## src/rtl/csd_pkg.sv

```systemverilog
// Shared types, constants and the code-to-character map for the letter-case decoder.
// Used by the channel interfaces, the decoder core, the result queue and the top level.
package csd_pkg;

   // Field widths.
   localparam int CHAR_W   = 8;
   localparam int COUNT_W  = 16;
   localparam int STATUS_W = 2;
   localparam int CODE_W   = 6;
   localparam int BITS_W   = 3;

   // Register reset value: the full count range.
   localparam logic [COUNT_W-1:0] MAX_CHARS_RESET = 16'hFFFF;

   // Code ranges of the character map.
   localparam logic [CODE_W-1:0] CODE_LAST_ALPHA = 6'd25;
   localparam logic [CODE_W-1:0] CODE_LAST_PUNCT = 6'd35;
   localparam logic [CODE_W-1:0] CODE_LAST_SIGN  = 6'd39;
   localparam logic [CODE_W-1:0] CODE_LAST_DIGIT = 6'd49;
   localparam logic [CODE_W-1:0] CODE_LAST_COLON = 6'd51;
   localparam logic [CODE_W-1:0] CODE_QUESTION   = 6'd52;
   localparam logic [CODE_W-1:0] CODE_EOM        = 6'd63;

   // Letters already held when the next letter completes one code.
   localparam logic [BITS_W-1:0] BITS_LAST = 3'd5;

   // Result kinds.
   localparam logic KIND_CHAR   = 1'b0;
   localparam logic KIND_STATUS = 1'b1;

   // Final status codes.
   localparam logic [STATUS_W-1:0] STATUS_OK        = 2'd0;
   localparam logic [STATUS_W-1:0] STATUS_NO_MARKER = 2'd1;
   localparam logic [STATUS_W-1:0] STATUS_INVALID   = 2'd2;
   localparam logic [STATUS_W-1:0] STATUS_NO_ROOM   = 2'd3;

   // Result queue geometry.
   localparam int QUEUE_DEPTH = 4;
   localparam int QUEUE_PTR_W = 2;
   localparam int QUEUE_CNT_W = 3;

   typedef struct packed {
      logic                result_kind;
      logic [CHAR_W-1:0]   out_char;
      logic [STATUS_W-1:0] status;
      logic [COUNT_W-1:0]  char_count;
   } result_type;

   // Results produced by one accepted byte; second is only ever the status.
   typedef struct packed {
      logic       first_valid;
      logic       second_valid;
      result_type first;
      result_type second;
   } push_type;

   // Maps a six-bit code to {valid, character}.
   function automatic logic [CHAR_W:0] map_code(input logic [CODE_W-1:0] code);
      logic [CHAR_W-1:0] code8;
      logic [CHAR_W-1:0] ch;
      logic              ok;
      code8 = {2'b00, code};
      ok    = 1'b1;
      if (code <= CODE_LAST_ALPHA) begin
         ch = 8'h41 + code8;
      end else if (code <= CODE_LAST_PUNCT) begin
         ch = 8'h20 + code8 - 8'd26;
      end else if (code <= CODE_LAST_SIGN) begin
         ch = 8'h2C + code8 - 8'd36;
      end else if (code <= CODE_LAST_DIGIT) begin
         ch = 8'h30 + code8 - 8'd40;
      end else if (code <= CODE_LAST_COLON) begin
         ch = 8'h3A + code8 - 8'd50;
      end else if (code == CODE_QUESTION) begin
         ch = 8'h3F;
      end else begin
         ch = 8'h00;
         ok = 1'b0;
      end
      return {ok, ch};
   endfunction

endpackage

```

## src/rtl/csd_if.sv

```systemverilog
// Valid/ready channel interfaces for cover bytes, results and the register write.
// Depends on csd_pkg for field widths.
interface csd_req_if;
   logic                       valid;
   logic                       ready;
   logic [csd_pkg::CHAR_W-1:0] cover_char;
   logic                       last;

   modport source (output valid, output cover_char, output last, input ready);
   modport sink   (input valid, input cover_char, input last, output ready);
endinterface

interface csd_rsp_if;
   logic                         valid;
   logic                         ready;
   logic                         result_kind;
   logic [csd_pkg::CHAR_W-1:0]   out_char;
   logic [csd_pkg::STATUS_W-1:0] status;
   logic [csd_pkg::COUNT_W-1:0]  char_count;

   modport source (output valid, output result_kind, output out_char, output status,
                   output char_count, input ready);
   modport sink   (input valid, input result_kind, input out_char, input status,
                   input char_count, output ready);
endinterface

interface csd_csr_if;
   logic                        valid;
   logic                        ready;
   logic [csd_pkg::COUNT_W-1:0] data;

   modport source (output valid, output data, input ready);
   modport sink   (input valid, input data, output ready);
endinterface

```

## src/rtl/csd_decoder.sv

```systemverilog
// Decoder core: message state, max_chars register and the per-byte decode.
// Depends on csd_pkg for types, constants and the code map.
module csd_decoder (
   input  logic                        clock,
   input  logic                        reset,
   input  logic                        accept,
   input  logic [csd_pkg::CHAR_W-1:0]  cover_char,
   input  logic                        last,
   input  logic                        csr_write,
   input  logic [csd_pkg::COUNT_W-1:0] csr_data,
   output csd_pkg::push_type           push
);

   logic [csd_pkg::COUNT_W-1:0] max_chars_ff,     max_chars_in;
   logic [csd_pkg::CODE_W-1:0]  code_bits_ff,     code_bits_in;
   logic [csd_pkg::BITS_W-1:0]  bit_count_ff,     bit_count_in;
   logic                        eom_seen_ff,      eom_seen_in;
   logic                        invalid_seen_ff,  invalid_seen_in;
   logic [csd_pkg::COUNT_W-1:0] emitted_count_ff, emitted_count_in;

   logic                        is_upper;
   logic                        is_letter;
   logic                        take_bit;
   logic                        complete;
   logic [csd_pkg::CODE_W-1:0]  code;
   logic [csd_pkg::CHAR_W:0]    mapped;
   logic                        emit;
   logic                        eom_now;
   logic                        invalid_now;
   logic [csd_pkg::COUNT_W-1:0] count_now;
   logic [csd_pkg::STATUS_W-1:0] status_now;
   csd_pkg::result_type         char_result;
   csd_pkg::result_type         status_result;

   // Letter classification and code assembly.
   always_comb begin
      is_upper  = (cover_char >= 8'h41) && (cover_char <= 8'h5A);
      is_letter = is_upper || ((cover_char >= 8'h61) && (cover_char <= 8'h7A));
      take_bit  = is_letter && !eom_seen_ff;
      code      = {code_bits_ff[csd_pkg::CODE_W-2:0], is_upper};
      complete  = take_bit && (bit_count_ff == csd_pkg::BITS_LAST);
      mapped    = csd_pkg::map_code(code);
   end

   // Outcome of a completed code, and the values the status sees.
   always_comb begin
      eom_now     = eom_seen_ff || (complete && (code == csd_pkg::CODE_EOM));
      invalid_now = invalid_seen_ff ||
                    (complete && (code != csd_pkg::CODE_EOM) && !mapped[csd_pkg::CHAR_W]);
      emit        = complete && mapped[csd_pkg::CHAR_W] && (emitted_count_ff < max_chars_ff);
      count_now   = emitted_count_ff + {{(csd_pkg::COUNT_W-1){1'b0}}, emit};
      if (max_chars_ff == '0) begin
         status_now = csd_pkg::STATUS_NO_ROOM;
      end else if (!eom_now) begin
         status_now = csd_pkg::STATUS_NO_MARKER;
      end else if (invalid_now) begin
         status_now = csd_pkg::STATUS_INVALID;
      end else begin
         status_now = csd_pkg::STATUS_OK;
      end
   end

   // Results of this byte: the character first, then the status.
   always_comb begin
      char_result.result_kind   = csd_pkg::KIND_CHAR;
      char_result.out_char      = mapped[csd_pkg::CHAR_W-1:0];
      char_result.status        = csd_pkg::STATUS_OK;
      char_result.char_count    = count_now;
      status_result.result_kind = csd_pkg::KIND_STATUS;
      status_result.out_char    = '0;
      status_result.status      = status_now;
      status_result.char_count  = count_now;
      push.first_valid  = accept && (emit || last);
      push.second_valid = accept && emit && last;
      push.first        = emit ? char_result : status_result;
      push.second       = status_result;
   end

   // Next state: advance on accepted letters, clear after the last byte.
   always_comb begin
      max_chars_in     = csr_write ? csr_data : max_chars_ff;
      code_bits_in     = code_bits_ff;
      bit_count_in     = bit_count_ff;
      eom_seen_in      = eom_seen_ff;
      invalid_seen_in  = invalid_seen_ff;
      emitted_count_in = emitted_count_ff;
      if (accept) begin
         if (last) begin
            code_bits_in     = '0;
            bit_count_in     = '0;
            eom_seen_in      = 1'b0;
            invalid_seen_in  = 1'b0;
            emitted_count_in = '0;
         end else if (take_bit) begin
            code_bits_in     = complete ? '0 : code;
            bit_count_in     = complete ? '0 : bit_count_ff + 3'd1;
            eom_seen_in      = eom_now;
            invalid_seen_in  = invalid_now;
            emitted_count_in = count_now;
         end
      end
   end

   // State registers.
   always_ff @(posedge clock) begin
      if (reset) begin
         max_chars_ff     <= csd_pkg::MAX_CHARS_RESET;
         code_bits_ff     <= '0;
         bit_count_ff     <= '0;
         eom_seen_ff      <= 1'b0;
         invalid_seen_ff  <= 1'b0;
         emitted_count_ff <= '0;
      end else begin
         max_chars_ff     <= max_chars_in;
         code_bits_ff     <= code_bits_in;
         bit_count_ff     <= bit_count_in;
         eom_seen_ff      <= eom_seen_in;
         invalid_seen_ff  <= invalid_seen_in;
         emitted_count_ff <= emitted_count_in;
      end
   end

endmodule

```

## src/rtl/csd_out_queue.sv

```systemverilog
// Result queue: takes up to two results per cycle and presents one per cycle while popped.
// Depends on csd_pkg for the result and push types and the queue geometry.
module csd_out_queue (
   input  logic                clock,
   input  logic                reset,
   input  csd_pkg::push_type   push,
   input  logic                pop,
   output logic                space,
   output logic                out_valid,
   output csd_pkg::result_type out_data
);

   csd_pkg::result_type             entry_ff [csd_pkg::QUEUE_DEPTH];
   logic [csd_pkg::QUEUE_PTR_W-1:0] wr_ptr_ff, wr_ptr_in;
   logic [csd_pkg::QUEUE_PTR_W-1:0] rd_ptr_ff, rd_ptr_in;
   logic [csd_pkg::QUEUE_CNT_W-1:0] count_ff,  count_in;
   logic [csd_pkg::QUEUE_PTR_W-1:0] wr_next;
   logic [csd_pkg::QUEUE_CNT_W-1:0] push_n;

   // Room for two results keeps a whole byte's output in the queue.
   assign space     = (count_ff <= csd_pkg::QUEUE_CNT_W'(csd_pkg::QUEUE_DEPTH - 2));
   assign out_valid = (count_ff != '0);
   assign out_data  = entry_ff[rd_ptr_ff];
   assign wr_next   = wr_ptr_ff + csd_pkg::QUEUE_PTR_W'(1);

   // Pointer and count updates.
   always_comb begin
      push_n    = csd_pkg::QUEUE_CNT_W'(push.first_valid) +
                  csd_pkg::QUEUE_CNT_W'(push.second_valid);
      wr_ptr_in = wr_ptr_ff + push_n[csd_pkg::QUEUE_PTR_W-1:0];
      rd_ptr_in = rd_ptr_ff + csd_pkg::QUEUE_PTR_W'(pop);
      count_in  = count_ff + push_n - csd_pkg::QUEUE_CNT_W'(pop);
   end

   // Control registers.
   always_ff @(posedge clock) begin
      if (reset) begin
         wr_ptr_ff <= '0;
         rd_ptr_ff <= '0;
         count_ff  <= '0;
      end else begin
         wr_ptr_ff <= wr_ptr_in;
         rd_ptr_ff <= rd_ptr_in;
         count_ff  <= count_in;
      end
   end

   // Queue storage.
   always_ff @(posedge clock) begin
      if (push.first_valid) begin
         entry_ff[wr_ptr_ff] <= push.first;
      end
      if (push.second_valid) begin
         entry_ff[wr_next] <= push.second;
      end
   end

endmodule

```

## src/rtl/case_stego_six_bit_decoder.sv

```systemverilog
// Letter-case decoder, six letters per character. It takes one cover byte per clock cycle
// while req.ready is high and returns one result per cycle while rsp.ready is high: a
// decoded character after each sixth letter that makes a valid code before the marker, up
// to max_chars, and a final status on the byte marked last, so that byte can produce two
// results. Each byte is decoded in the cycle it is accepted and its results go into a
// four-entry result queue; a result is offered on rsp once those ahead of it are taken,
// and a final byte's status follows the character it completes. req.ready is high while
// the queue holds two results or fewer, so with rsp.ready held high the block never
// stalls the input. Reset leaves max_chars at 65535. Write max_chars only when no results
// are pending. Characters already delivered are void if the final status is not ok.
module case_stego_six_bit_decoder (
   input logic           clock,
   input logic           reset,
   csd_req_if.sink       req,
   csd_rsp_if.source     rsp,
   csd_csr_if.sink       csr
);

   logic                req_accept;
   logic                rsp_accept;
   logic                queue_space;
   csd_pkg::push_type   push;
   csd_pkg::result_type head;

   // Channel handshakes.
   assign req.ready  = queue_space;
   assign csr.ready  = 1'b1;
   assign req_accept = req.valid && req.ready;
   assign rsp_accept = rsp.valid && rsp.ready;

   // Per-byte decode and message state.
   csd_decoder u_decoder (
      .clock      (clock),
      .reset      (reset),
      .accept     (req_accept),
      .cover_char (req.cover_char),
      .last       (req.last),
      .csr_write  (csr.valid),
      .csr_data   (csr.data),
      .push       (push)
   );

   // Results wait here until the sink takes them.
   csd_out_queue u_out_queue (
      .clock     (clock),
      .reset     (reset),
      .push      (push),
      .pop       (rsp_accept),
      .space     (queue_space),
      .out_valid (rsp.valid),
      .out_data  (head)
   );

   assign rsp.result_kind = head.result_kind;
   assign rsp.out_char    = head.out_char;
   assign rsp.status      = head.status;
   assign rsp.char_count  = head.char_count;

   // Two results come only from a final byte that also completes a character.
   assert property (@(posedge clock) disable iff (reset)
      push.second_valid |-> (push.first_valid && req.last &&
                             push.first.result_kind == csd_pkg::KIND_CHAR))
      else $error("second result without a character on the final byte");

   // Results are produced only by an accepted byte.
   assert property (@(posedge clock) disable iff (reset)
      push.first_valid |-> req_accept)
      else $error("result pushed without an accepted transaction");

   // The queue is empty right after reset.
   assert property (@(posedge clock) reset |=> !rsp.valid)
      else $error("result valid after reset");

   // A status result carries no character.
   assert property (@(posedge clock) disable iff (reset)
      (rsp.valid && rsp.result_kind == csd_pkg::KIND_STATUS) |-> (rsp.out_char == '0))
      else $error("status result with a nonzero character");

endmodule

```

## src/flat_wrapper.sv

```systemverilog
// flat-port wrapper written by rule: the top's interface ports become plain ports
module case_stego_six_bit_decoder_flat 
  (clock, reset, req_valid, req_cover_char, req_last, req_ready, rsp_valid, rsp_result_kind, rsp_out_char, rsp_status, rsp_char_count, rsp_ready, csr_valid, csr_data, csr_ready);
  csd_req_if req_i ();
  csd_rsp_if rsp_i ();
  csd_csr_if csr_i ();
  input logic clock;
  input logic reset;
  input wire logic [$bits(req_i.valid)-1:0] req_valid;
  input wire logic [$bits(req_i.cover_char)-1:0] req_cover_char;
  input wire logic [$bits(req_i.last)-1:0] req_last;
  output wire logic [$bits(req_i.ready)-1:0] req_ready;
  output wire logic [$bits(rsp_i.valid)-1:0] rsp_valid;
  output wire logic [$bits(rsp_i.result_kind)-1:0] rsp_result_kind;
  output wire logic [$bits(rsp_i.out_char)-1:0] rsp_out_char;
  output wire logic [$bits(rsp_i.status)-1:0] rsp_status;
  output wire logic [$bits(rsp_i.char_count)-1:0] rsp_char_count;
  input wire logic [$bits(rsp_i.ready)-1:0] rsp_ready;
  input wire logic [$bits(csr_i.valid)-1:0] csr_valid;
  input wire logic [$bits(csr_i.data)-1:0] csr_data;
  output wire logic [$bits(csr_i.ready)-1:0] csr_ready;
  assign req_i.valid = req_valid;
  assign req_i.cover_char = req_cover_char;
  assign req_i.last = req_last;
  assign req_ready = req_i.ready;
  assign rsp_valid = rsp_i.valid;
  assign rsp_result_kind = rsp_i.result_kind;
  assign rsp_out_char = rsp_i.out_char;
  assign rsp_status = rsp_i.status;
  assign rsp_char_count = rsp_i.char_count;
  assign rsp_i.ready = rsp_ready;
  assign csr_i.valid = csr_valid;
  assign csr_i.data = csr_data;
  assign csr_ready = csr_i.ready;
  case_stego_six_bit_decoder u_core (.clock(clock), .reset(reset), .req(req_i), .rsp(rsp_i), .csr(csr_i));
endmodule
```

## config.mk

```make
export PLATFORM = sky130hd
export DESIGN_NAME = case_stego_six_bit_decoder_flat
export DESIGN_NICKNAME = d
export VERILOG_FILES = /design/src/rtl/csd_pkg.sv /design/src/rtl/csd_if.sv /design/src/rtl/csd_decoder.sv /design/src/rtl/csd_out_queue.sv /design/src/rtl/case_stego_six_bit_decoder.sv /design/src/flat_wrapper.sv
export SDC_FILE = /design/constraint.sdc
export NUM_CORES = 1
export LEC_CHECK = 0
export BUFFER_PORTS_ARGS = -buffer_cell sky130_fd_sc_hd__buf_4
export CAP_MARGIN = 20
export CORE_AREA = 4 4 119 121
export CTS_CLUSTER_DIAMETER = 150
export CTS_CLUSTER_SIZE = 16
export DETAILED_ROUTE_END_ITERATION = 6
export DIE_AREA = 0 0 123 125
export PLACE_DENSITY_LB_ADDON = 0.3
export SLEW_MARGIN = 20
export SYNTH_ARGS = -nofsm -noshare
export SYNTH_HDL_FRONTEND = slang
export SYNTH_SLANG_ARGS = --single-unit
export TNS_END_PERCENT = 100
```

## constraint.sdc

```tcl
create_clock -name clock -period 12.2 [get_ports clock]
set_input_delay 3.05 -clock clock [delete_from_list [all_inputs] [get_ports clock]]
set_output_delay 3.05 -clock clock [all_outputs]
set_load 0.01 [all_outputs]
```

Word level (Yosys, flattened, before mapping)
Memory sizes are Yosys's and may differ from the RTL's. A register that Yosys moved wholly into a read port is not among the register bits.
Index checks and enable logic that the tools add are counted.

storage, ports and cells
  flip-flop bits (word level) = 49
  memory bits (writable) = 108
  input bits = 30
  output and inout port bits = 30
  logic and storage cells = 99
  memories kept = 1

operators by class
  add/sub/neg operators = 17
  order comparisons = 11
  equality and inequality tests = 4
  muxes and demuxes = 33
  reduce and logical (&&, ||, !) cells = 24

memory list
  memory                       words  width  read ports  clocked after memory_dff  write ports  line                 source
  u_core.u_out_queue.entry_ff  4      27     1           1                         2            csd_out_queue.sv:13  csd_pkg::result_type entry_ff [csd_pkg::QUEUE_DEPTH];

operators by type and width
  cell                 count
  $mux 8               5
  $mux 16              2
  $add 6x6->7 const A  4
  $mux 27              1
  $le 6x6->1 const B   4
  $sub 7x6->8 const B  3
  $add 16x1->16        1
  $ge 8x7->1 const B   2
  $le 8x7->1 const B   2
  $logic_not 16->1     1
  $lt 16x16->1         1
  $mux 5               3
  $logic_and 1x1->1    14
  $mux 1               14
  $eq 6x6->1 const B   2
  $mux 3               3
  $add 7x6->8 const A  1
  $mux 2               4
  $sub 7x5->8 const B  1
  $le 6x5->1 const B   1
  $mux 6               1
  $ne 6x6->1 const B   1
  $logic_or 1x1->1     4
  $add 3x1->3 const B  1
  12 further kinds     13

Depth between registers and ports, before layout
Gate-level depths: netlist of run 1.

  depth after elaboration = 16
  mapped depth = 20
  depth with buffers taken out = 19

Modules after synthesis
From an unflattened synthesis of run 1, not the netlist that was laid out.

unflattened totals
  cell total of the unflattened synthesis = 688
  area, all modules = 9027.4 um^2

modules (own cells, without submodules)
  module                      times used  cells an instance  area each (um^2)  sequential area each (um^2)
  csd_out_queue               1           305                5860.6            3383.2
  csd_decoder                 1           379                3143.0            840.8
  case_stego_six_bit_decoder  1           4                  23.8              0.0

Worst setup path after synthesis of run 1
Ideal clock, no wire load.

  path kind = input to register
  start = in req_cover_char[4]
  end = reg u_core.u_out_queue.count_ff[2] in the netlist's numbering
  setup time = 0.128 ns
  arrival = 7.246 ns
  data required time = 12.072 ns
  setup slack = 4.826 ns
  stages = 19
  buffers on the path = 1
  path through = or4_1 -> o22ai_1 -> nor3_1 -> ha_1 -> or4b_1 -> a21oi_1 -> and2b_1 -> nor2_1 -> and2_1 -> buf_4 -> o21a_1 -> ha_1 -> inv_1 -> ha_1 -> inv_1 -> ha_1 -> fa_1 -> xnor2_1 -> nor2_1

between the ends
  word-level cells in the longest chain between the ends = 16

RTL lines
  element                                                       line                                  source
  start: declaration                                            flat_wrapper.sv:10                    input wire logic [$bits(req_i.cover_char)-1:0] req_cover_char;
  branches (longest 9 deep; another with $ge 8x7->1)            -
  $logic_and 1x1->1 (*) (2 in a row)                            csd_decoder.sv:50                     emit = complete && mapped[csd_pkg::CHAR_W] && (emitted_count_ff < max_chars_ff);
  $logic_or 1x1->1 / $logic_and 1x1->1 (equally long branches)  csd_decoder.sv:73, csd_decoder.sv:74
  $logic_and 1x1->1 (on tied branches)                          csd_decoder.sv:73, csd_decoder.sv:74
  $add 1x1->2 (*)                                               csd_out_queue.sv:28                   push_n = csd_pkg::QUEUE_CNT_W'(push.first_valid) +
  $add 3x2->3 (*)                                               csd_out_queue.sv:32                   count_in = count_ff + push_n - csd_pkg::QUEUE_CNT_W'(pop);
  $sub 3x1->3 (*)                                               csd_out_queue.sv:32
  end signal: assignment                                        csd_out_queue.sv:44                   count_ff <= count_in;
  end: declaration                                              csd_out_queue.sv:16                   logic [csd_pkg::QUEUE_CNT_W-1:0] count_ff, count_in;

Every way passes the cells marked *.
A chain may end at the register's enable or synchronous reset.

Worst setup path after layout of run 1
Same ends and word-level chain as after synthesis.

==> summary.txt, run 1 <==
Clocking
  • Post-CTS setup repair buffer count: 0
  • Clk Latency, worst-skew pair: 0.42 ns
  • Post-cts resize count: 0
  • Clock slew at reported path FFs: 0.06 ns
  • CTS root buffer: clkbuf_16
  • Clock Path Buffers: 2
  • Htree depth: 4
  • Hold Buf Count CTS: 0
  • CTS buffer count: 17
  • CTS tree: built
  • Clock Sinks: 157

GRT
  • First-pass GRT wire length: 28500 um
  • Grt total ovfl: 0
  • Initial antenna violation count: 0
  • Vias in the first global route: 5584
  • All-Layer GR Usage: 23.6%
  • Largest net degree at the start of global routing: 35

Critical path
  • Crit path max fanout: 11
  • Worst path max stage delay: 0.60 ns
  • Most frequent CP cell: ha_1
  • Crit Path Class: in -> reg
  • Worst Path Arrival: 8.02 ns
  • CP bufs+invs: 3
  • Critical path cell sequence: buf_4, or4_1, o22ai_1, nor3_1, ha_1, or4b_1, a21oi_1, and2b_1, nor2_1, and2_1, o21a_1, ha_1, inv_1, ha_1, inv_1, ha_1, fa_1, xnor2_1, nor2_1
  • Cell class contributing the biggest share of worst-path delay: simple AND/OR/NAND/NOR gates
  • R2R cell count: 16
  • CP Launch Type: input port
  • Data required, critical path: 12.50 ns
  • CP endpoint kind: flop
  • WP depth: 19
  • Worst path slowest cell: or4b_1

Finish
  • Layout Nets: 827
  • Final Util: 66.9%
  • Most frequent cells in the layout: nor2_1 (109), dfxtp_1 (84), edfxtp_1 (72), buf_4 (64), inv_1 (40)
  • Area delta synth->final: 13.6%
  • Antenna diode count: 0
  • Share of layout cells above drive strength 1: 17.9%
  • Commonest non-fill, non-tap cell in the layout: nor2_1
  • Final Non-Filler Cells: 951

Die
  • IO Pins: 60
  • Initial core utilization: 58.9%
  • Core area: 13100 um2
  • Chip width: 123 um
  • Die area: 15400 um2
  • # rows: 42
  • Die H: 125 um

Routing
  • Post-DR vias/cell: 5.97
  • ANT nets after route: 0
  • Detailed Routing Iterations Pass 1: 6
  • Drt drc: 0
  • Wire per inst: 18.2 um
  • Post-Route WL: 17400 um
  • 1st-iter DRT viols: 511
  • Routed via count: 5679

Timing
  • Setup-failing EPs final: 0
  • Worst-Margin Slew: 0.962 ns
  • Rel. slew slack: 35.8%
  • Crit path time final: 7.72 ns
  • F_max: 130 MHz
  • Setup TNS: 0 ns
  • RSZ-0062 raised after global routing: false
  • Clock Skew: 0.00955 ns
  • Hold Vio Cnt, Final: 0
  • Final period util: 63.3%
  • Pins Over Slew Limit: 0

Logic synthesis
  • Register area share after synthesis: 50.1%
  • Post-Syn Area per Cell: 10.7 um2
  • Ys flop type: dfxtp_1
  • Synthesized instance count: 721
  • Cell Area, Synth: 7710 um2
  • Post-synthesis async set-or-reset flop share: 0%
  • Mapped Nets: 786
  • Yosys reg bits: 157
  • Ys Warns: 0
  • Post-synth cell types: 63
  • Number of synthesized flops with an enable pin: 72

Min path
  • Hold WC Path Type: reg -> reg
  • Worst hold stages: 2

Power and ir drop
  • PnR Total Power: 1.31 mW
  • Max VDD drop: 0.109 mV
  • PwrDens: 149 nW/um2
  • Leakage power: 3.47 nW

Place
  • Port Buffers: 58
  • Placed Cells: 919
  • GPL Wtd Cong: 0.850
  • HPWL Detailed: 12000 um

Run
  • Max-Cap Viols: 0

Run status
  • Status: completed
## kinds of logic after synthesis
| family | share of synthesized area (%) |
|---|---|
| AOI/OAI and AO/OA | 12.4 |
| muxes | 8.42 |
| and+or+nand+nor | 16.2 |
| buffers and inverters | 4.61 |
| DFF | 50.1 |
| adders and majority gates | 5.78 |
| xor gates and xnor gates | 2.50 |
| other | 0.0486 |
## worst reg2reg max path: stages (launching register included)
cell     delay (ns)
dfxtp_1        0.50
inv_1          0.16
ha_1           0.25
or4b_1         0.57
a21oi_1        0.29
and2b_1        0.28
nor2_1         0.18
and2_1         0.33
o21a_1         0.22
ha_1           0.29
inv_1          0.05
ha_1           0.26
inv_1          0.05
ha_1           0.20
fa_1           0.38
xnor2_1        0.18
nor2_1         0.06
## cell usage after synthesis, types with 5 or more instances
master	count	share of area (%)
a22o_1	24	2.7
nor4_1	6	0.49
o211ai_1	16	1.6
a21oi_1	32	2.1
nor3_1	18	1.2
o21ai_0	20	1.3
nor2_1	109	5.3
nor2_2	9	0.73
mux4_2	27	7.9
buf_2	5	0.32
xnor2_1	15	1.7
nand2_1	33	1.6
dfxtp_1	85	22
and2_1	12	0.97
a21o_1	7	0.68
clkbuf_1	27	1.3
xor2_1	7	0.80
inv_1	40	1.9
nor2b_1	7	0.57
a22oi_1	7	0.68
or3_1	6	0.49
and3_1	12	0.97
edfxtp_1	72	28
nand3_1	17	1.1
ha_1	34	5.5
nand4_1	8	0.65
a211oi_1	5	0.49
## state kept, by name (all words and copies together), names as in the netlist, 2 cells and up
| signal | flops |
|---|---|
| u_core.u_decoder.bit_count_ff | 3 |
| u_core.u_decoder.code_bits_ff | 5 |
| u_core.u_decoder.emitted_count_ff | 16 |
| u_core.u_decoder.max_chars_ff | 16 |
| u_core.u_out_queue.count_ff | 3 |
| u_core.u_out_queue.entry_ff | 108 |
| u_core.u_out_queue.rd_ptr_ff | 2 |
| u_core.u_out_queue.wr_ptr_ff | 2 |
## area by class of cell
type,count,area (um2)
clock inverters,13,103
inverters,40,150
fillers,986,4330
repair buffers,64,480
flip-flops and latches,157,3870
clock buffers,19,433
multi-input cells,482,3500
well taps,176,220
## metal layers
layer	GRT usage [%]	wire [um]
met3	4.83	1030
met2	38.1	8430
met4	7.62	279
met5	0	0
met1	32.2	7610
## power breakdown
part / internal (mW) / leakage, nW / switching (mW)
sequential: 0.570 / 1.45 / 0.0349
clock: 0.278 / 0.258 / 0.209
combinational: 0.113 / 1.77 / 0.101
## metrics by stage
stage | worst slack, ns | area (um2) | hold slack [ns]
floorplan | 4.83 | 7710 | 0.426
global placement | 4.33 | 8210 | 0.446
detailed placement | 4.12 | 8210 | 0.462
CTS | 4.53 | 8740 | 0.471
global route | 4.06 | 8750 | 0.497
finish | 4.48 | 8750 | 0.471
## path summary, 6_finish.rpt
| check | from | to | slack (ns) |
|---|---|---|---|
| setup / recovery | req_cover_char[4] | u_core.u_out_queue.count_ff[2]$_SDFF_PP0_ | 4.48 |
| hold / removal | u_core.u_out_queue.entry_ff[2][20]$_SDFFE_PP0N_ | u_core.u_out_queue.entry_ff[2][20]$_SDFFE_PP0N_ | 0.47 |
| hold reg to reg | u_core.u_out_queue.entry_ff[2][20]$_SDFFE_PP0N_ | u_core.u_out_queue.entry_ff[2][20]$_SDFFE_PP0N_ | 0.47 |
| setup reg to reg | u_core.u_decoder.code_bits_ff[0]$_SDFFE_PP0P_ | u_core.u_out_queue.count_ff[2]$_SDFF_PP0_ | 7.83 |
Note: power is estimated with default switching activity, not from simulation.
==> run 2, diff against run 1 <==
ABC_AREA = 1   (was unset)
CORE_AREA = 4 4 130 132   (was 4 4 119 121)
DIE_AREA = 0 0 134 136   (was 0 0 123 125)
clock period = 7.1 ns   (was 12.2 ns; I/O delays follow)
==> run 2 against run 1 <==
  * Global-route usage is 0.93 points lower
  * First-iteration DRC count is 29% higher
  * Die area is 19% higher
  * Utilization is 6.1 points lower
  * Sequential power is 83% higher
  * Flip-flop and latch count stayed put
  * Wire length is 17% higher
  * Clock power is 78% higher
  * Critical endpoint is now u_core.u_out_queue.entry_ff[3][10]$_DFFE_PP_
  * Largest cell class unchanged
==> summary.txt, run 2 <==
Timing
  • Hold Vio Cnt, Final: 0 (unchanged)
  • Rel. slew slack: 30.6% (-5.2 points)
  • Hold Slack: 0.475 ns (+0.00403 ns)
  • Final period util: 75.5%
  • F_max: 187 MHz
  • Worst-Margin Slew: 1.03 ns (+0.0722 ns)
  • Setup TNS: 0 ns (unchanged)
  • Crit path time final: 5.36 ns
  • Pins Over Slew Limit: 0 (unchanged)
  • Setup-failing EPs final: 0 (unchanged)
  • RSZ-0062 raised after global routing: false
  • Clock Skew: 0.00710 ns (-0.00245 ns)

Die
  • Die H: 136 um (+8.8%)
  • # rows: 46 (+9.5%)
  • IO Pins: 60 (unchanged)
  • Core area: 15700 um2 (+20%)
  • Die area: 18200 um2 (+19%)
  • Initial core utilization: 54.1% (-4.9 points)
  • Chip width: 134 um (+8.9%)

Logic synthesis
  • Top cells by count, synth: nand2_1 (198), nor2_1 (143), inv_1 (142), dfxtp_1 (85), a21oi_1 (79)
  • Synthesized instance count: 1089 (+51%)
  • Cell with the most instances after synthesis: nand2_1
  • Yosys reg bits: 157 (unchanged)
  • Cell Area, Synth: 8490 um2 (+10%)
  • Area leader, netlist: edfxtp_1
  • Mapped Nets: 1154 (+47%)
  • Ys flop type: dfxtp_1
  • Post-synthesis async set-or-reset flop share: 0% (unchanged)
  • Number of synthesized flops with an enable pin: 72 (unchanged)
  • Top cell type's share of synthesized area: 25.5% (-2.6 points)
  • Ys Warns: 0 (unchanged)
  • Register area share after synthesis: 45.5% (-4.6 points)
  • Largest cells by area after synthesis: edfxtp_1 (25%), dfxtp_1 (20%), nand2_1 (8.7%), nor2_1 (6.3%), inv_1 (6.3%)
  • Post-synth cell types: 42 (-33%)
  • Post-Syn Area per Cell: 7.80 um2 (-27%)

Clocking
  • Clock Sinks: 157 (unchanged)
  • Htree depth: 4 (unchanged)
  • Post-CTS setup repair buffer count: 0 (unchanged)
  • Clock slew at reported path FFs: 0.06 ns (about the same)
  • CTS root buffer: clkbuf_16
  • Post-cts resize count: 0 (unchanged)
  • Clk Latency, worst-skew pair: 0.43 ns (about the same)
  • CTS buffer count: 17 (unchanged)
  • CTS tree: built
  • Clock Path Buffers: 2 (unchanged)
  • Hold Buf Count CTS: 0 (unchanged)

Place
  • HPWL Detailed: 13400 um (+12%)
  • GPL Wtd Cong: 0.903 (+6.2%)
  • Port Buffers: 58 (unchanged)

Critical path
  • CP bufs+invs: 5 (+2)
  • R2R setup slack: 3.11 ns (-4.72 ns)
  • Most frequent CP cell: nand2_1
  • Critical path cell sequence: buf_4, nor2_2, nand2_1, nand3_1, nand3_4, inv_1, ha_1, inv_1, nand2_1, nand2_1, nand3_2, nor2_2, inv_2, nand4_4, o21ai_4, nand3_1, nand2_1, inv_2, nor2_1
  • CP Launch Type: input port
  • Worst path slowest cell: nand2_1
  • Worst path max stage delay: 0.71 ns (+0.11 ns)
  • Worst Path Arrival: 5.63 ns (-2.39 ns)
  • Crit Path Class: in -> reg
  • Crit path max fanout: 24 (+13)
  • R2R cell count: 12 (-4)
  • CP endpoint kind: flop
  • Cell class contributing the biggest share of worst-path delay: simple AND/OR/NAND/NOR gates
  • WP depth: 19 (unchanged)
  • Data required, critical path: 7.37 ns (-5.13 ns)

Power and ir drop
  • Switching Fraction: 33.7% (+7.3 points)
  • Comb power frac: 29.6% (+13 points)
  • NetSw: 944 uW (+170%)
  • Sequential power share: 39.5% (-6.8 points)
  • Max VDD drop: 0.167 mV (+54%)
  • Clock share of power: 30.9% (-6.3 points)
  • PwrDens: 293 nW/um2 (+97%)
  • Leakage power: 4.47 nW (+29%)
  • Internal power: 1.86 mW (+93%)

Finish
  • Largest register FFs: 108 (unchanged)
  • Top reg by flops: u_core.u_out_queue.entry_ff
  • Share of layout cells above drive strength 1: 14.1% (-3.9 points)
  • Largest regs: u_core.u_out_queue.entry_ff (108), u_core.u_decoder.emitted_count_ff (16), u_core.u_decoder.max_chars_ff (16)
  • Antenna diode count: 0 (unchanged)
  • Area delta synth->final: 12.4%
  • # fillers: 1422 (+44%)
  • Commonest non-fill, non-tap cell in the layout: nand2_1
  • Most frequent cells in the layout: nand2_1 (198), nor2_1 (143), inv_1 (141), dfxtp_1 (85), a21oi_1 (79)
  • Layout Nets: 1188 (+44%)

GRT
  • Vias in the first global route: 6695 (+20%)
  • All-Layer GR Usage: 22.7% (-0.93 points)
  • Largest net degree at the start of global routing: 61 (+74%)
  • Grt total ovfl: 0 (unchanged)
  • First-pass GRT wire length: 33200 um (+16%)
  • Initial antenna violation count: 0 (unchanged)

Min path
  • Hold WC Path Type: reg -> reg
  • Worst hold stages: 2 (unchanged)

Run status
  • Status: completed

Routing
  • 1st-iter DRT viols: 658 (+29%)
  • Wire per inst: 15.0 um (-18%)
  • ANT nets after route: 0 (unchanged)
  • Drt drc: 0 (unchanged)
  • Detailed Routing Iterations Pass 1: 5 (-1)
  • Post-Route WL: 20300 um (+17%)
  • Post-DR vias/cell: 5.33 (-11%)
  • Routed via count: 7202 (+27%)

Run
  • Max-Cap Viols: 0 (unchanged)
run 2: cell count changes in the layout (fill, tap and decap cells not counted), moves of 34 or more:
| cell | delta |
|---|---|
| inv_1 | +101 |
| a21oi_1 | +47 |
| nand2_1 | +165 |
| nor2_1 | +34 |
| o21ai_0 | +55 |
run 2: cells by family (layout without fill, tap and decap cells):
| logic type | Yosys count | after routing | synth area share [%] |
|---|---|---|---|
| and+or+nand+nor | 487 | 487 | 25.9 |
| buffers and inverters | 201 | 248 | 9.53 |
| AOI/OAI and AO/OA | 189 | 189 | 11.8 |
| DFF | 157 | 157 | 45.5 |
| adders and majority gates | 35 | 35 | 5.24 |
| xor gates and xnor gates | 19 | 19 | 1.96 |
| other | 1 | 1 | 0.0441 |
run 2: metrics by stage:
| stage | setup slack (ns) | cell area [um2] | util (%) | total power, mW | std cells |
|---|---|---|---|---|---|
| after floorplan | 2.05 | 8490 | - | 1.65 | 1089 |
| after global placement | 1.51 | 9000 | 57.3 | 1.93 | 1320 |
| after detailed placement | 1.42 | 9000 | 57.3 | 1.95 | 1320 |
| after CTS | 1.81 | 9550 | 60.8 | 2.81 | 1352 |
| after global routing | 1.31 | 9550 | 60.8 | 2.95 | 1352 |
| final | 1.74 | 9550 | 60.8 | 2.80 | 1352 |
run 2: area by class of cell:
cell class                 instances  area [um2]  area share [%]
clock buffer                      20         437            4.57
timing repair buffer              62         465            4.88
multi-input combinational        731        3820            40.0
tap                              216         270            2.83
sequential                       157        3860            40.5
clock inverter                    12         111            1.17
inverter                         154         578            6.06
run 2: per-layer routing:
metal | share of wire [%] | vias up | global-route usage, %
li1 | - | 3613 | -
met1 | 46 | 3335 | 31.5
met2 | 46 | 226 | 36.5
met3 | 6.2 | 28 | 4.11
met4 | 1.5 | 0 | 6.91
met5 | 0 | - | 0
run 2: final timing paths:
| check | start | endpoint |
|---|---|---|
| setup reg to reg | u_core.u_decoder.emitted_count_ff[5]$_SDFFE_PP0P_ | u_core.u_out_queue.entry_ff[3][10]$_DFFE_PP_ |
| setup / recovery | req_cover_char[0] | u_core.u_out_queue.entry_ff[3][10]$_DFFE_PP_ |
| hold reg to reg | u_core.u_out_queue.entry_ff[3][26]$_SDFFE_PP1N_ | u_core.u_out_queue.entry_ff[3][26]$_SDFFE_PP1N_ |
| hold / removal | u_core.u_out_queue.entry_ff[3][26]$_SDFFE_PP1N_ | u_core.u_out_queue.entry_ff[3][26]$_SDFFE_PP1N_ |
run 2: power by group through the flow:
stage	clock (mW)	sequential (mW)	combinational [mW]
floorplan	0	1.11	0.537
global placement	0	1.12	0.810
global route	0.908	1.12	0.926
finish	0.865	1.11	0.828
detailed placement	0	1.12	0.823
CTS	0.871	1.11	0.832
run 2: worst min-delay path: cells and delay by family (launching register included):
family           cells  cell delay [ns]
DFF                  1             0.31
and+or+nand+nor      2             0.11
==> run 3, diff against run 2 <==
CORE_AREA = 4 4 124 126   (was 4 4 130 132)
DIE_AREA = 0 0 128 130   (was 0 0 134 136)
clock period = 5.3 ns   (was 7.1 ns; I/O delays follow)
==> run 3 against run 2 <==
  * The run now ends with DRC left
  * Wire length shrank 1.7%
  * Global-route usage grew 1.7 points
  * Critical path depth grew 6
  * Setup slack lost 1.1 ns
  * Utilization grew 6.4 points
  * Die area shrank 8.7%
  * Sequential power grew 33%
  * Via count grew 0.79%
  * First-iteration DRC count grew 4.7%
  * Sequential share of layout area shrank 0.30 points
  * Critical path type unchanged
==> summary.txt, run 3 (same netlist as run 2, synthesis figures left out) <==
Min path
  • Hold WC Path Type: reg -> reg

Critical path
  • Crit path max fanout: 7 (-71%)
  • Data required, critical path: 5.47 ns (-1.90 ns)
  • Crit Path Class: in -> reg
  • CP endpoint kind: flop
  • Worst Path Arrival: 4.86 ns (-0.77 ns)
  • CP Launch Type: input port

Finish
  • Layout Nets: 1198 (+0.84%)
  • Area delta synth->final: 13.2%
  • Share of layout cells above drive strength 1: 14.7% (+0.66 points)
  • Largest regs: u_core.u_out_queue.entry_ff (108), u_core.u_decoder.emitted_count_ff (16), u_core.u_decoder.max_chars_ff (16)
  • Final Util: 67.2% (+6.4 points)
  • # fillers: 1206 (-15%)
  • Final Non-Filler Cells: 1330 (-1.6%)
  • Final non-filler cell area: 9620 um2 (+0.75%)
  • Commonest non-fill, non-tap cell in the layout: nand2_1
  • Top reg by flops: u_core.u_out_queue.entry_ff
  • Antenna diode count: 0 (unchanged)
  • Largest register FFs: 108 (unchanged)
  • Most frequent cells in the layout: nand2_1 (198), nor2_1 (143), inv_1 (142), dfxtp_1 (85), a21oi_1 (79)

Place
  • HPWL Detailed: 13200 um (-1.5%)
  • Port Buffers: 58 (unchanged)
  • GPL Wtd Cong: 0.979 (+8.5%)
  • Placed Cells: 1298 (-1.7%)
  • Pre-CTS setup slack: 0.225 ns (-1.19 ns)
  • Post-DP Area: 9030 um2 (+0.39%)

Routing
  • ANT nets after route: 0 (unchanged)
  • Detailed Routing Iterations Pass 1: 7 (+2)
  • Post-Route WL: 20000 um (-1.7%)
  • Drt drc: 7 (+7)
  • Wire per inst: 15.0 um (about the same)
  • Post-DR vias/cell: 5.46 (+2.5%)
  • Routed via count: 7259 (+0.79%)
  • 1st-iter DRT viols: 689 (+4.7%)

Clocking
  • Clock Path Buffers: 2 (unchanged)
  • Clock Sinks: 157 (unchanged)
  • Clock slew at reported path FFs: 0.06 ns (about the same)
  • CTS tree: built
  • CTS root buffer: clkbuf_16
  • Hold Buf Count CTS: 0 (unchanged)
  • Clk Latency, worst-skew pair: 0.43 ns (about the same)
  • Post-CTS setup repair buffer count: 0 (unchanged)
  • Htree depth: 4 (unchanged)
  • CTS buffer count: 17 (unchanged)
  • Post-cts resize count: 0 (unchanged)

Run status
  • Failing checks: DRC
  • Status: finished, violations left

Timing
  • Setup TNS: 0 ns (unchanged)
  • Setup-failing EPs final: 0 (unchanged)
  • Final period util: 88.5%
  • RSZ-0062 raised after global routing: false
  • Final setup margin: 0.612 ns (-1.13 ns)
  • Pins Over Slew Limit: 0 (unchanged)
  • Clock Skew: 0.00673 ns (-0.000365 ns)
  • Crit path time final: 4.69 ns
  • Hold Slack: 0.466 ns (-0.00809 ns)
  • Worst-Margin Slew: 1.14 ns (+0.107 ns)
  • Rel. slew slack: 23.8% (-6.8 points)
  • Hold Vio Cnt, Final: 0 (unchanged)
  • F_max: 213 MHz

Power and ir drop
  • PwrDens: 396 nW/um2 (+35%)
  • Sequential power share: 38.9% (-0.6 points)
  • Max VDD drop: 0.336 mV (+100%)
  • Internal power: 2.55 mW (+38%)
  • PnR Total Power: 3.81 mW (+36%)
  • Leakage power: 4.54 nW (+1.6%)
  • NetSw: 1.26 mW (+33%)
  • Clock share of power: 31.8% (+0.9 points)
  • Switching Fraction: 33.0% (-0.75 points)
  • Comb power frac: 29.4% (-0.2 points)

Run
  • Max-Cap Viols: 0 (unchanged)

GRT
  • Grt total ovfl: 0 (unchanged)
  • First-pass GRT wire length: 32200 um (-3.2%)
  • Vias in the first global route: 6569 (-1.9%)
  • All-Layer GR Usage: 24.4% (+1.7 points)
  • Initial antenna violation count: 0 (unchanged)
  • Largest net degree at the start of global routing: 63 (+3.3%)

Die
  • Core area: 14300 um2 (-8.9%)
  • Die area: 16600 um2 (-8.7%)
  • Die H: 130 um (-4.4%)
  • Chip width: 128 um (-4.5%)
  • Initial core utilization: 59.3% (+5.3 points)
  • # rows: 44 (-4.3%)
  • IO Pins: 60 (unchanged)
[run 3: cell types whose count changed in the layout (fill, tap and decap cells not counted), sizes merged]
| cell | previous run | this run |
|---|---|---|
| buf | 62 | 72 |
| bufinv | 1 | 2 |
| clkinv | 8 | 9 |
| clkinvlp | 4 | 2 |
[run 3: path summary, 6_finish.rpt]
kind              cells after the start  slack (ns)                                         endpoint                                                from
setup / recovery                     25        0.61     u_core.u_out_queue.entry_ff[3][14]$_DFFE_PP_                                   req_cover_char[0]
hold / removal                        2        0.47  u_core.u_out_queue.entry_ff[3][26]$_SDFFE_PP1N_     u_core.u_out_queue.entry_ff[3][26]$_SDFFE_PP1N_
setup reg to reg                     20        1.61     u_core.u_out_queue.entry_ff[3][14]$_DFFE_PP_  u_core.u_decoder.emitted_count_ff[11]$_SDFFE_PP0P_
hold reg to reg                       2        0.47  u_core.u_out_queue.entry_ff[3][26]$_SDFFE_PP1N_     u_core.u_out_queue.entry_ff[3][26]$_SDFFE_PP1N_
[run 3: final cells by class]
class                      instances  area (um2)  area share (%)
tap                              184         230            2.39
sequential                       157        3860            40.2
clock buffer                      20         447            4.64
inverter                         154         578            6.01
clock inverter                    12         138            1.43
multi-input combinational        731        3820            39.7
timing repair buffer              72         541            5.62
[run 3: routing by layer]
metal  routed length, um  vias to the layer above  GRT usage, %
met2                9130                      309          38.8
li1                    -                     3634             -
met5                   0                        -             0
met1                8620                     3278          33.0
met3                1750                       38          5.03
met4                 462                        0          9.68
[run 3: critical path: stages]
cell and delay [ns]:
buf_4 0.11, nor2_2 0.15, nand2_1 0.09, nand3_1 0.13, nand3_4 0.13, inv_1 0.14
ha_1 0.20, inv_1 0.06, nand2_1 0.06, nand2_1 0.07, nand3_2 0.11, nor2_2 0.07
nor3_2 0.19, nand2_1 0.16, inv_1 0.21, ha_1 0.22, ha_1 0.19, nand2_1 0.08
nor3b_1 0.31, nand3_1 0.19, nor2_1 0.18, nand3_1 0.11, xor2_1 0.17, inv_1 0.15
nor2_1 0.06
[run 3: power groups by stage]
stage               logic (mW)  clock network (mW)  registers, mW
floorplan                0.720                   0           1.49
global route              1.25                1.27           1.50
global placement          1.09                   0           1.50
detailed placement        1.11                   0           1.50
finish                    1.12                1.21           1.48
CTS                       1.12                1.22           1.48
